$ cat config.mk
export PLATFORM = sky130hd
export DESIGN_NAME = peer_address_table_with_aging
export DESIGN_NICKNAME = d
export VERILOG_FILES = /design/src/rtl/pat_pkg.sv /design/src/rtl/pat_mem.sv /design/src/rtl/pat_ctrl.sv /design/src/rtl/peer_address_table_with_aging.sv
export SDC_FILE = /design/constraint.sdc
export NUM_CORES = 2
export LEC_CHECK = 0
export BUFFER_PORTS_ARGS = -buffer_cell sky130_fd_sc_hd__buf_2
export CAP_MARGIN = 20
export CORE_ASPECT_RATIO = 0.6
export CORE_MARGIN = 2
export CORE_UTILIZATION = 65
export CTS_CLUSTER_SIZE = 28
export DETAILED_ROUTE_END_ITERATION = 8
export PLACE_DENSITY = 0.82
export REMOVE_ABC_BUFFERS = 1
export SYNTH_ARGS = -nofsm -noshare
export SYNTH_HDL_FRONTEND = slang
export SYNTH_HIERARCHICAL = 1
export SYNTH_SLANG_ARGS = --single-unit
$ cat constraint.sdc
create_clock -name clk_i -period 19.55 [get_ports clk_i]
set_input_delay 3.91 -clock clk_i [delete_from_list [all_inputs] [get_ports clk_i]]
set_output_delay 3.91 -clock clk_i [all_outputs]
set_load 0.05 [all_outputs]
$ cat src/rtl/pat_pkg.sv
`timescale 1ns / 1ps

package pat_pkg;

  localparam int unsigned TableDepth = 16;

  localparam logic [31:0] LimitReset = 32'd60;

  localparam logic [2:0] CmdTick   = 3'd0;
  localparam logic [2:0] CmdTouch  = 3'd1;
  localparam logic [2:0] CmdAdd    = 3'd2;
  localparam logic [2:0] CmdRemove = 3'd3;
  localparam logic [2:0] CmdQuery  = 3'd4;
  localparam logic [2:0] CmdSweep  = 3'd5;

  localparam logic [1:0] StatusOk       = 2'd0;
  localparam logic [1:0] StatusFull     = 2'd1;
  localparam logic [1:0] StatusNotFound = 2'd2;

  localparam logic [4:0] FreedMax = 5'd31;

  typedef struct packed {
    logic [2:0]  cmd;
    logic [31:0] ip_address;
    logic [15:0] port_number;
  } in_t;

  typedef struct packed {
    logic [1:0] status;
    logic       present;
    logic [4:0] freed_count;
  } out_t;

  typedef struct packed {
    logic [31:0] ip;
    logic [15:0] port;
    logic [31:0] last_seen;
  } entry_t;

endpackage

$ cat src/rtl/pat_mem.sv
`timescale 1ns / 1ps

module pat_mem #(
  parameter int unsigned DEPTH = pat_pkg::TableDepth,
  parameter int unsigned AW    = $clog2(DEPTH)
) (
  input  logic             clk_i,
  input  logic             we_i,
  input  logic [AW-1:0]    waddr_i,
  input  pat_pkg::entry_t  wdata_i,
  input  logic             re_i,
  input  logic [AW-1:0]    raddr_i,
  output pat_pkg::entry_t  rdata_o
);

  pat_pkg::entry_t mem [DEPTH];
  pat_pkg::entry_t rdata_q;

  always_ff @(posedge clk_i) begin
    if (we_i) begin
      mem[waddr_i] <= wdata_i;
    end
  end

  always_ff @(posedge clk_i) begin
    if (re_i) begin
      rdata_q <= mem[raddr_i];
    end
  end

  assign rdata_o = rdata_q;

endmodule

$ cat src/rtl/pat_ctrl.sv
`timescale 1ns / 1ps

module pat_ctrl #(
  parameter int unsigned TABLE_DEPTH = pat_pkg::TableDepth,
  parameter int unsigned IDX_W       = $clog2(TABLE_DEPTH)
) (
  input  logic                clk_i,
  input  logic                rst_ni,
  input  logic [31:0]         inactive_limit_i,
  input  logic                in_valid_i,
  output logic                in_ready_o,
  input  pat_pkg::in_t        in_data_i,
  output logic                res_valid_o,
  input  logic                res_ready_i,
  output pat_pkg::out_t       res_data_o,
  output logic                mem_re_o,
  output logic [IDX_W-1:0]    mem_raddr_o,
  input  pat_pkg::entry_t     mem_rdata_i,
  output logic                mem_we_o,
  output logic [IDX_W-1:0]    mem_waddr_o,
  output pat_pkg::entry_t     mem_wdata_o
);

  localparam int unsigned CntW = IDX_W + 1;
  localparam logic [CntW-1:0] Depth = CntW'(TABLE_DEPTH);

  typedef enum logic [1:0] {
    StIdle,
    StScan,
    StApply,
    StFinish
  } state_e;

  state_e               state_q;
  logic [TABLE_DEPTH-1:0] valid_q;
  logic [31:0]          now_q;
  logic [2:0]           cmd_q;
  logic [31:0]          ip_q;
  logic [15:0]          port_q;
  logic [CntW-1:0]      rd_cnt_q;
  logic                 cmp_vld_q;
  logic [IDX_W-1:0]     cmp_idx_q;
  logic                 hit_q;
  logic [IDX_W-1:0]     hit_idx_q;
  logic                 free_found_q;
  logic [IDX_W-1:0]     free_idx_q;
  logic [4:0]           freed_q;
  pat_pkg::out_t        res_q;
  pat_pkg::out_t        res_d;

  logic                 is_store;
  logic                 do_ins;
  logic                 do_ref;
  logic                 cmp_valid;
  logic                 cmp_match;
  logic                 cmp_old;
  logic [31:0]          age;

  assign is_store  = (cmd_q == pat_pkg::CmdTouch) || (cmd_q == pat_pkg::CmdAdd);
  assign do_ins    = is_store && !hit_q && free_found_q;
  assign do_ref    = (cmd_q == pat_pkg::CmdTouch) && hit_q;

  assign cmp_valid = valid_q[cmp_idx_q];
  assign cmp_match = cmp_valid && (mem_rdata_i.ip == ip_q) && (mem_rdata_i.port == port_q);
  assign age       = now_q - mem_rdata_i.last_seen;
  assign cmp_old   = cmp_valid && (age > inactive_limit_i);

  assign in_ready_o  = (state_q == StIdle);
  assign res_valid_o = (state_q == StFinish);
  assign res_data_o  = res_q;

  assign mem_re_o    = (state_q == StScan) && (rd_cnt_q != Depth);
  assign mem_raddr_o = rd_cnt_q[IDX_W-1:0];
  assign mem_we_o    = (state_q == StApply) && (do_ins || do_ref);
  assign mem_waddr_o = hit_q ? hit_idx_q : free_idx_q;
  assign mem_wdata_o = '{ip: ip_q, port: port_q, last_seen: now_q};

  always_comb begin
    res_d = '{status: pat_pkg::StatusOk, present: 1'b0, freed_count: 5'd0};
    case (cmd_q)
      pat_pkg::CmdTouch, pat_pkg::CmdAdd: begin
        if (!hit_q && !free_found_q) begin
          res_d.status = pat_pkg::StatusFull;
        end
      end
      pat_pkg::CmdRemove: begin
        if (!hit_q) begin
          res_d.status = pat_pkg::StatusNotFound;
        end
      end
      pat_pkg::CmdQuery: begin
        res_d.present = hit_q;
      end
      pat_pkg::CmdSweep: begin
        res_d.freed_count = freed_q;
      end
      default: begin
      end
    endcase
  end

  always_ff @(posedge clk_i or negedge rst_ni) begin
    if (!rst_ni) begin
      state_q      <= StIdle;
      valid_q      <= '0;
      now_q        <= '0;
      rd_cnt_q     <= '0;
      cmp_vld_q    <= 1'b0;
      hit_q        <= 1'b0;
      free_found_q <= 1'b0;
      freed_q      <= '0;
    end else begin
      case (state_q)
        StIdle: begin
          if (in_valid_i) begin
            cmd_q        <= in_data_i.cmd;
            ip_q         <= in_data_i.ip_address;
            port_q       <= in_data_i.port_number;
            rd_cnt_q     <= '0;
            cmp_vld_q    <= 1'b0;
            hit_q        <= 1'b0;
            free_found_q <= 1'b0;
            freed_q      <= '0;
            if (in_data_i.cmd inside {pat_pkg::CmdTouch, pat_pkg::CmdAdd,
                                      pat_pkg::CmdRemove, pat_pkg::CmdQuery,
                                      pat_pkg::CmdSweep}) begin
              state_q <= StScan;
            end else begin
              state_q <= StApply;
            end
          end
        end
        StScan: begin
          if (rd_cnt_q != Depth) begin
            rd_cnt_q <= rd_cnt_q + CntW'(1);
          end
          cmp_vld_q <= (rd_cnt_q != Depth);
          cmp_idx_q <= rd_cnt_q[IDX_W-1:0];
          if (cmp_vld_q) begin
            if (cmd_q == pat_pkg::CmdSweep) begin
              if (cmp_old) begin
                valid_q[cmp_idx_q] <= 1'b0;
                if (freed_q != pat_pkg::FreedMax) begin
                  freed_q <= freed_q + 5'd1;
                end
              end
            end else begin
              if (cmp_match) begin
                hit_q     <= 1'b1;
                hit_idx_q <= cmp_idx_q;
              end
              if (!cmp_valid && !free_found_q) begin
                free_found_q <= 1'b1;
                free_idx_q   <= cmp_idx_q;
              end
            end
            if (rd_cnt_q == Depth) begin
              state_q <= StApply;
            end
          end
        end
        StApply: begin
          res_q <= res_d;
          case (cmd_q)
            pat_pkg::CmdTick: begin
              now_q <= now_q + 32'd1;
            end
            pat_pkg::CmdTouch, pat_pkg::CmdAdd: begin
              if (do_ins) begin
                valid_q[free_idx_q] <= 1'b1;
              end
            end
            pat_pkg::CmdRemove: begin
              if (hit_q) begin
                valid_q[hit_idx_q] <= 1'b0;
              end
            end
            default: begin
            end
          endcase
          state_q <= StFinish;
        end
        StFinish: begin
          if (res_ready_i) begin
            state_q <= StIdle;
          end
        end
        default: begin
          state_q <= StIdle;
        end
      endcase
    end
  end

endmodule

$ cat src/rtl/peer_address_table_with_aging.sv
`timescale 1ns / 1ps

// Peer address table with aging: TABLE_DEPTH entries of (IPv4 address, UDP port,
// last-seen second) kept in a single-port-write, registered-read RAM, with valid
// bits in flops that reset clears. Every command except tick (and unused codes)
// walks the whole RAM once through its read port, one entry per cycle, then
// applies at most one write. One command is in flight at a time; the result
// register lets the next input beat be taken while the previous result waits.
// inactive_limit (offset 0x0, reset 60) should only be written while the block
// is idle.
module peer_address_table_with_aging #(
  parameter int unsigned TABLE_DEPTH = pat_pkg::TableDepth
) (
  input  logic          clk_i,
  input  logic          rst_ni,
  input  logic          in_valid_i,
  output logic          in_ready_o,
  input  pat_pkg::in_t  in_data_i,
  output logic          out_valid_o,
  input  logic          out_ready_i,
  output pat_pkg::out_t out_data_o,
  input  logic          psel,
  input  logic          penable,
  input  logic          pwrite,
  input  logic [2:0]    paddr,
  input  logic [31:0]   pwdata,
  output logic [31:0]   prdata,
  output logic          pready
);

  localparam int unsigned IdxW = $clog2(TABLE_DEPTH);

  logic [31:0]     limit_q;
  logic            out_valid_q;
  pat_pkg::out_t   out_q;

  logic            res_valid;
  logic            res_ready;
  pat_pkg::out_t   res_data;

  logic            mem_re;
  logic [IdxW-1:0] mem_raddr;
  pat_pkg::entry_t mem_rdata;
  logic            mem_we;
  logic [IdxW-1:0] mem_waddr;
  pat_pkg::entry_t mem_wdata;

  assign pready = 1'b1;
  assign prdata = (paddr[2] == 1'b0) ? limit_q : 32'd0;

  always_ff @(posedge clk_i or negedge rst_ni) begin
    if (!rst_ni) begin
      limit_q <= pat_pkg::LimitReset;
    end else if (psel && penable && pwrite && (paddr[2] == 1'b0)) begin
      limit_q <= pwdata;
    end
  end

  assign res_ready = !out_valid_q || out_ready_i;

  always_ff @(posedge clk_i or negedge rst_ni) begin
    if (!rst_ni) begin
      out_valid_q <= 1'b0;
    end else if (res_ready) begin
      out_valid_q <= res_valid;
      if (res_valid) begin
        out_q <= res_data;
      end
    end
  end

  assign out_valid_o = out_valid_q;
  assign out_data_o  = out_q;

  pat_ctrl #(
    .TABLE_DEPTH (TABLE_DEPTH),
    .IDX_W       (IdxW)
  ) u_ctrl (
    .clk_i            (clk_i),
    .rst_ni           (rst_ni),
    .inactive_limit_i (limit_q),
    .in_valid_i       (in_valid_i),
    .in_ready_o       (in_ready_o),
    .in_data_i        (in_data_i),
    .res_valid_o      (res_valid),
    .res_ready_i      (res_ready),
    .res_data_o       (res_data),
    .mem_re_o         (mem_re),
    .mem_raddr_o      (mem_raddr),
    .mem_rdata_i      (mem_rdata),
    .mem_we_o         (mem_we),
    .mem_waddr_o      (mem_waddr),
    .mem_wdata_o      (mem_wdata)
  );

  pat_mem #(
    .DEPTH (TABLE_DEPTH),
    .AW    (IdxW)
  ) u_mem (
    .clk_i   (clk_i),
    .we_i    (mem_we),
    .waddr_i (mem_waddr),
    .wdata_i (mem_wdata),
    .re_i    (mem_re),
    .raddr_i (mem_raddr),
    .rdata_o (mem_rdata)
  );

endmodule

==> impl_metrics.toml <==
[outcome]
outcome = "finished clean"

[cells_and_area]
nNetsFinal = 3387
layout-drive-gt1-share_pct = 23.1
finalInstanceArea_sq_um = 67200
syn2layout_area_growth_pct = 10.4
multiInputGateArea_sq_um = 14300
finalCoreUtilization_pct = 72.8
regArea_sq_um = 45600
fill_cells = 5038

[hold_path]
hp-start = "u_ctrl/res_data_o[6]"
min_path_type = "flip-flop to flip-flop"
hold_depth = 0
holdPathEnd = "out_data_o[6]"

[timing]
rsz0062_at_grt = "false"
period_minus_slack_ns = 8.66
fin_ws_ns = 10.89
skew_ns = 0.0302
tightest_slew_ns = 1.18
period_share_pct = 44.3
slew_headroom_pct = 21.4
tns_ns = 0
setup_viol = 0
hold_viol = 0
fmax_ghz = 0.115
drv_slew = 0

[logic_synthesis]
synth_flop_cell = "edfxtp_1"
ys_warn_count = 6
synth_seq_area_share_pct = 75.0
synth_cell_type_count = 73
syn_area_per_cell_sq_um = 20.0
netlist_area_sq_um = 60900
synth-async-reset-ratio_pct = 6.25
netlist_instances = 3043
ys_ff_latch = 1535
synth_edf_count = 1439
synth.top_cell.area_share_pct = 71.0
synth_area_leaders = "edfxtp_1 71%, mux4_2 12%, dfrtp_1 3.8%"
yosysTopAreaCell = "edfxtp_1"

[cts]
clock-sinks = 1535
cts_max_path_buffers = 3
clkLatencyLatePin_ns = 0.77
htreeDepth = 4
cts_buffers = 133
hold_buffers = 0
path_clk_slew_ns = 0.06
postCtsSetupRepairBufs = 0
cts_root_buffer = "clkbuf_16"
cts_tree = "yes"
ctsResizeCount = 0

[route]
routed_wl_microns = 144000
top_layer = "met4"
met2WireLength_microns = 70800
avgRoutedWirePerCell_microns = 31.6
dr.pass1.iters = 8
num_vias = 31793
ant_nets = 0
drc = 0
first_iter_violations = 4605
wl_met3_microns = 16200
drt-met1-wl_microns = 52400
vias_per_cell = 6.97

[floorplanning]
core_sq_um = 92300
rows = 86
die_area_sq_um = 96200
die_h_microns = 241
start_util_pct = 65.9
io_pins = 136
die-width_microns = 399

[setup_path]
r2r_slack_ns = 12.80
crit_required_ns = 15.64
startpoint_type = "input pin"
cp-end-kind = "output port"
worst_r2r_endpoint = "u_ctrl/valid_q[9]"
rr_worst_depth = 20
critical_path_arrival_ns = 4.75
cp_slowest_stage_delay_ns = 0.46
crit_chain = "buf_2 > nor2b_1 > buf_2"
cpMaxStageDelayCell = "buf_2"
cp_max_fo = 33
critPathKind = "input pin to output port"
crit_top_cell = "buf_2"
rr_startpoint = "u_ctrl/now_q[0]"

[global_routing]
antenna_found_initial = 1
grt_overflow = 0
grt_pass1_wl_microns = 212000
grt_pass1_vias = 32781
grt_max_degree = 123
grt_usage_pct = 30.7

[power_and_ir_drop]
power_uw = 8310
powerDensity_nw_per_um2 = 124
p_leak_uw = 0.0219
irDropWorstVdd_uv = 103

[place]
dpl_cell_area_sq_um = 62900
port_buffers = 132
place_congestion = 0.874
dp_worst_setup_slack_ns = 10.91
post-dp-hpwl_microns = 70100

[job]
drv_cap = 0
kinds of logic (layout without fill, tap and decap cells):
logic type               count (synthesis)  after routing  synth area share [%]
AND/OR/NAND/NOR                        381            381                  3.19
XOR/XNOR                               110            110                  1.58
multiplexers                           363            363                  12.9
buffers and inverters                  223            507                  1.74
flip-flops                            1535           1535                  75.0
AO/OA/AOI/OAI                          357            357                  4.06
other                                    1              2               0.00616
adder cells (fa/ha/maj)                 73             73                  1.51
layer usage:
metal | GRT usage, % | up-vias
li1 | - | 12759
met1 | 42.7 | 16366
met2 | 49.4 | 2295
met3 | 6.62 | 373
met4 | 10.5 | 0
met5 | 0 | -
state kept, by name, summed over array words and instances (netlist names):
signal	count
u_mem/mem	1280
u_mem/rdata_o	80
limit_q	32
u_ctrl/ip_q	32
u_ctrl/now_q	32
u_ctrl/port_q	16
u_ctrl/valid_q	16
out_data_o	8
u_ctrl/res_data_o	8
u_ctrl/freed_q	5
u_ctrl/rd_cnt_q	5
u_ctrl/cmp_idx_q	4
u_ctrl/free_idx_q	4
u_ctrl/hit_idx_q	4
u_ctrl/cmd_q	3
u_ctrl/state_q	2
out_valid_o	1
u_ctrl/cmp_vld_q	1
u_ctrl/free_found_q	1
u_ctrl/hit_q	1
placed cells by master, fill, tap and decap left out, types with 19 or more instances in the layout:
cell type and count:
xor2_1 19, a21oi_1 53, edfxtp_1 1439, clkbuf_16 134, nand3_1 26, nand4_1 32, xnor2_1 91, nand2_1 136
buf_2 132, nor2b_1 40, clkbuf_1 28, dfrtp_1 90, clkinv_1 28, nor2_1 41, a21o_1 37, mux4_2 321
mux2_4 30, ha_1 72, o21ai_0 40, buf_4 52, a22oi_1 161, inv_1 80
final cells by class:
class | instances | share of cell area [%]
Antenna cell | 1 | 0.00373
Clock buffer | 162 | 5.15
Clock inverter | 79 | 1.21
Inverter | 80 | 0.447
Multi-Input combinational cell | 1285 | 21.3
Sequential cell | 1535 | 67.9
Tap cell | 1232 | 2.29
Timing Repair Buffer | 186 | 1.64
Yosys cell counts (all sizes together), types with 13 or more instances:
| master | n |
|---|---|
| nand3 | 26 |
| mux4 | 325 |
| buf | 73 |
| nor2 | 55 |
| nand2b | 13 |
| ha | 72 |
| inv | 80 |
| edfxtp | 1439 |
| a21oi | 53 |
| nor2b | 42 |
| xnor2 | 91 |
| and3 | 18 |
| nor3 | 14 |
| a21o | 37 |
| clkbuf | 70 |
| o21ai | 46 |
| nand4 | 32 |
| dfrtp | 92 |
| nand2 | 136 |
| xor2 | 19 |
| mux2 | 36 |
| a22oi | 161 |
power breakdown:
part | switching [uW] | internal [uW] | total (uW) | leakage, uW
combinational | 937 | 745 | 1680 | 0.00603
sequential | 170 | 3830 | 4000 | 0.0138
clock | 1200 | 1430 | 2630 | 0.00208
total | 2310 | 6000 | 8310 | 0.0219
worst max-delay path: cells and delay by family:
kind                   cells  cell delay, ns
AND/OR/NAND/NOR            1            0.13
buffers and inverters      2            0.70
worst max path at each step:
| stage | startpoint | to | slack [ns] | cells past startpoint |
|---|---|---|---|---|
| after floorplan | u_ctrl/rd_cnt_q[0] | u_mem/rdata_o[0] | 2.48 | 4 |
| after global placement | paddr[2] | prdata[23] | 10.98 | 3 |
| after detailed placement | paddr[2] | prdata[9] | 10.91 | 3 |
| after CTS | paddr[2] | prdata[9] | 10.90 | 3 |
| after global routing | paddr[2] | prdata[9] | 10.84 | 3 |
| final | paddr[2] | prdata[9] | 10.89 | 3 |
stage by stage:
step	cells	hold WS [ns]
6_report	4560	0.421
5_1_grt	4559	0.431
3_3_place_gp	4316	0.405
3_5_place_dp	4316	0.405
2_1_floorplan	2900	0.400
4_1_cts	4557	0.420
No activity file was read; power rests on OpenSTA's default activity.
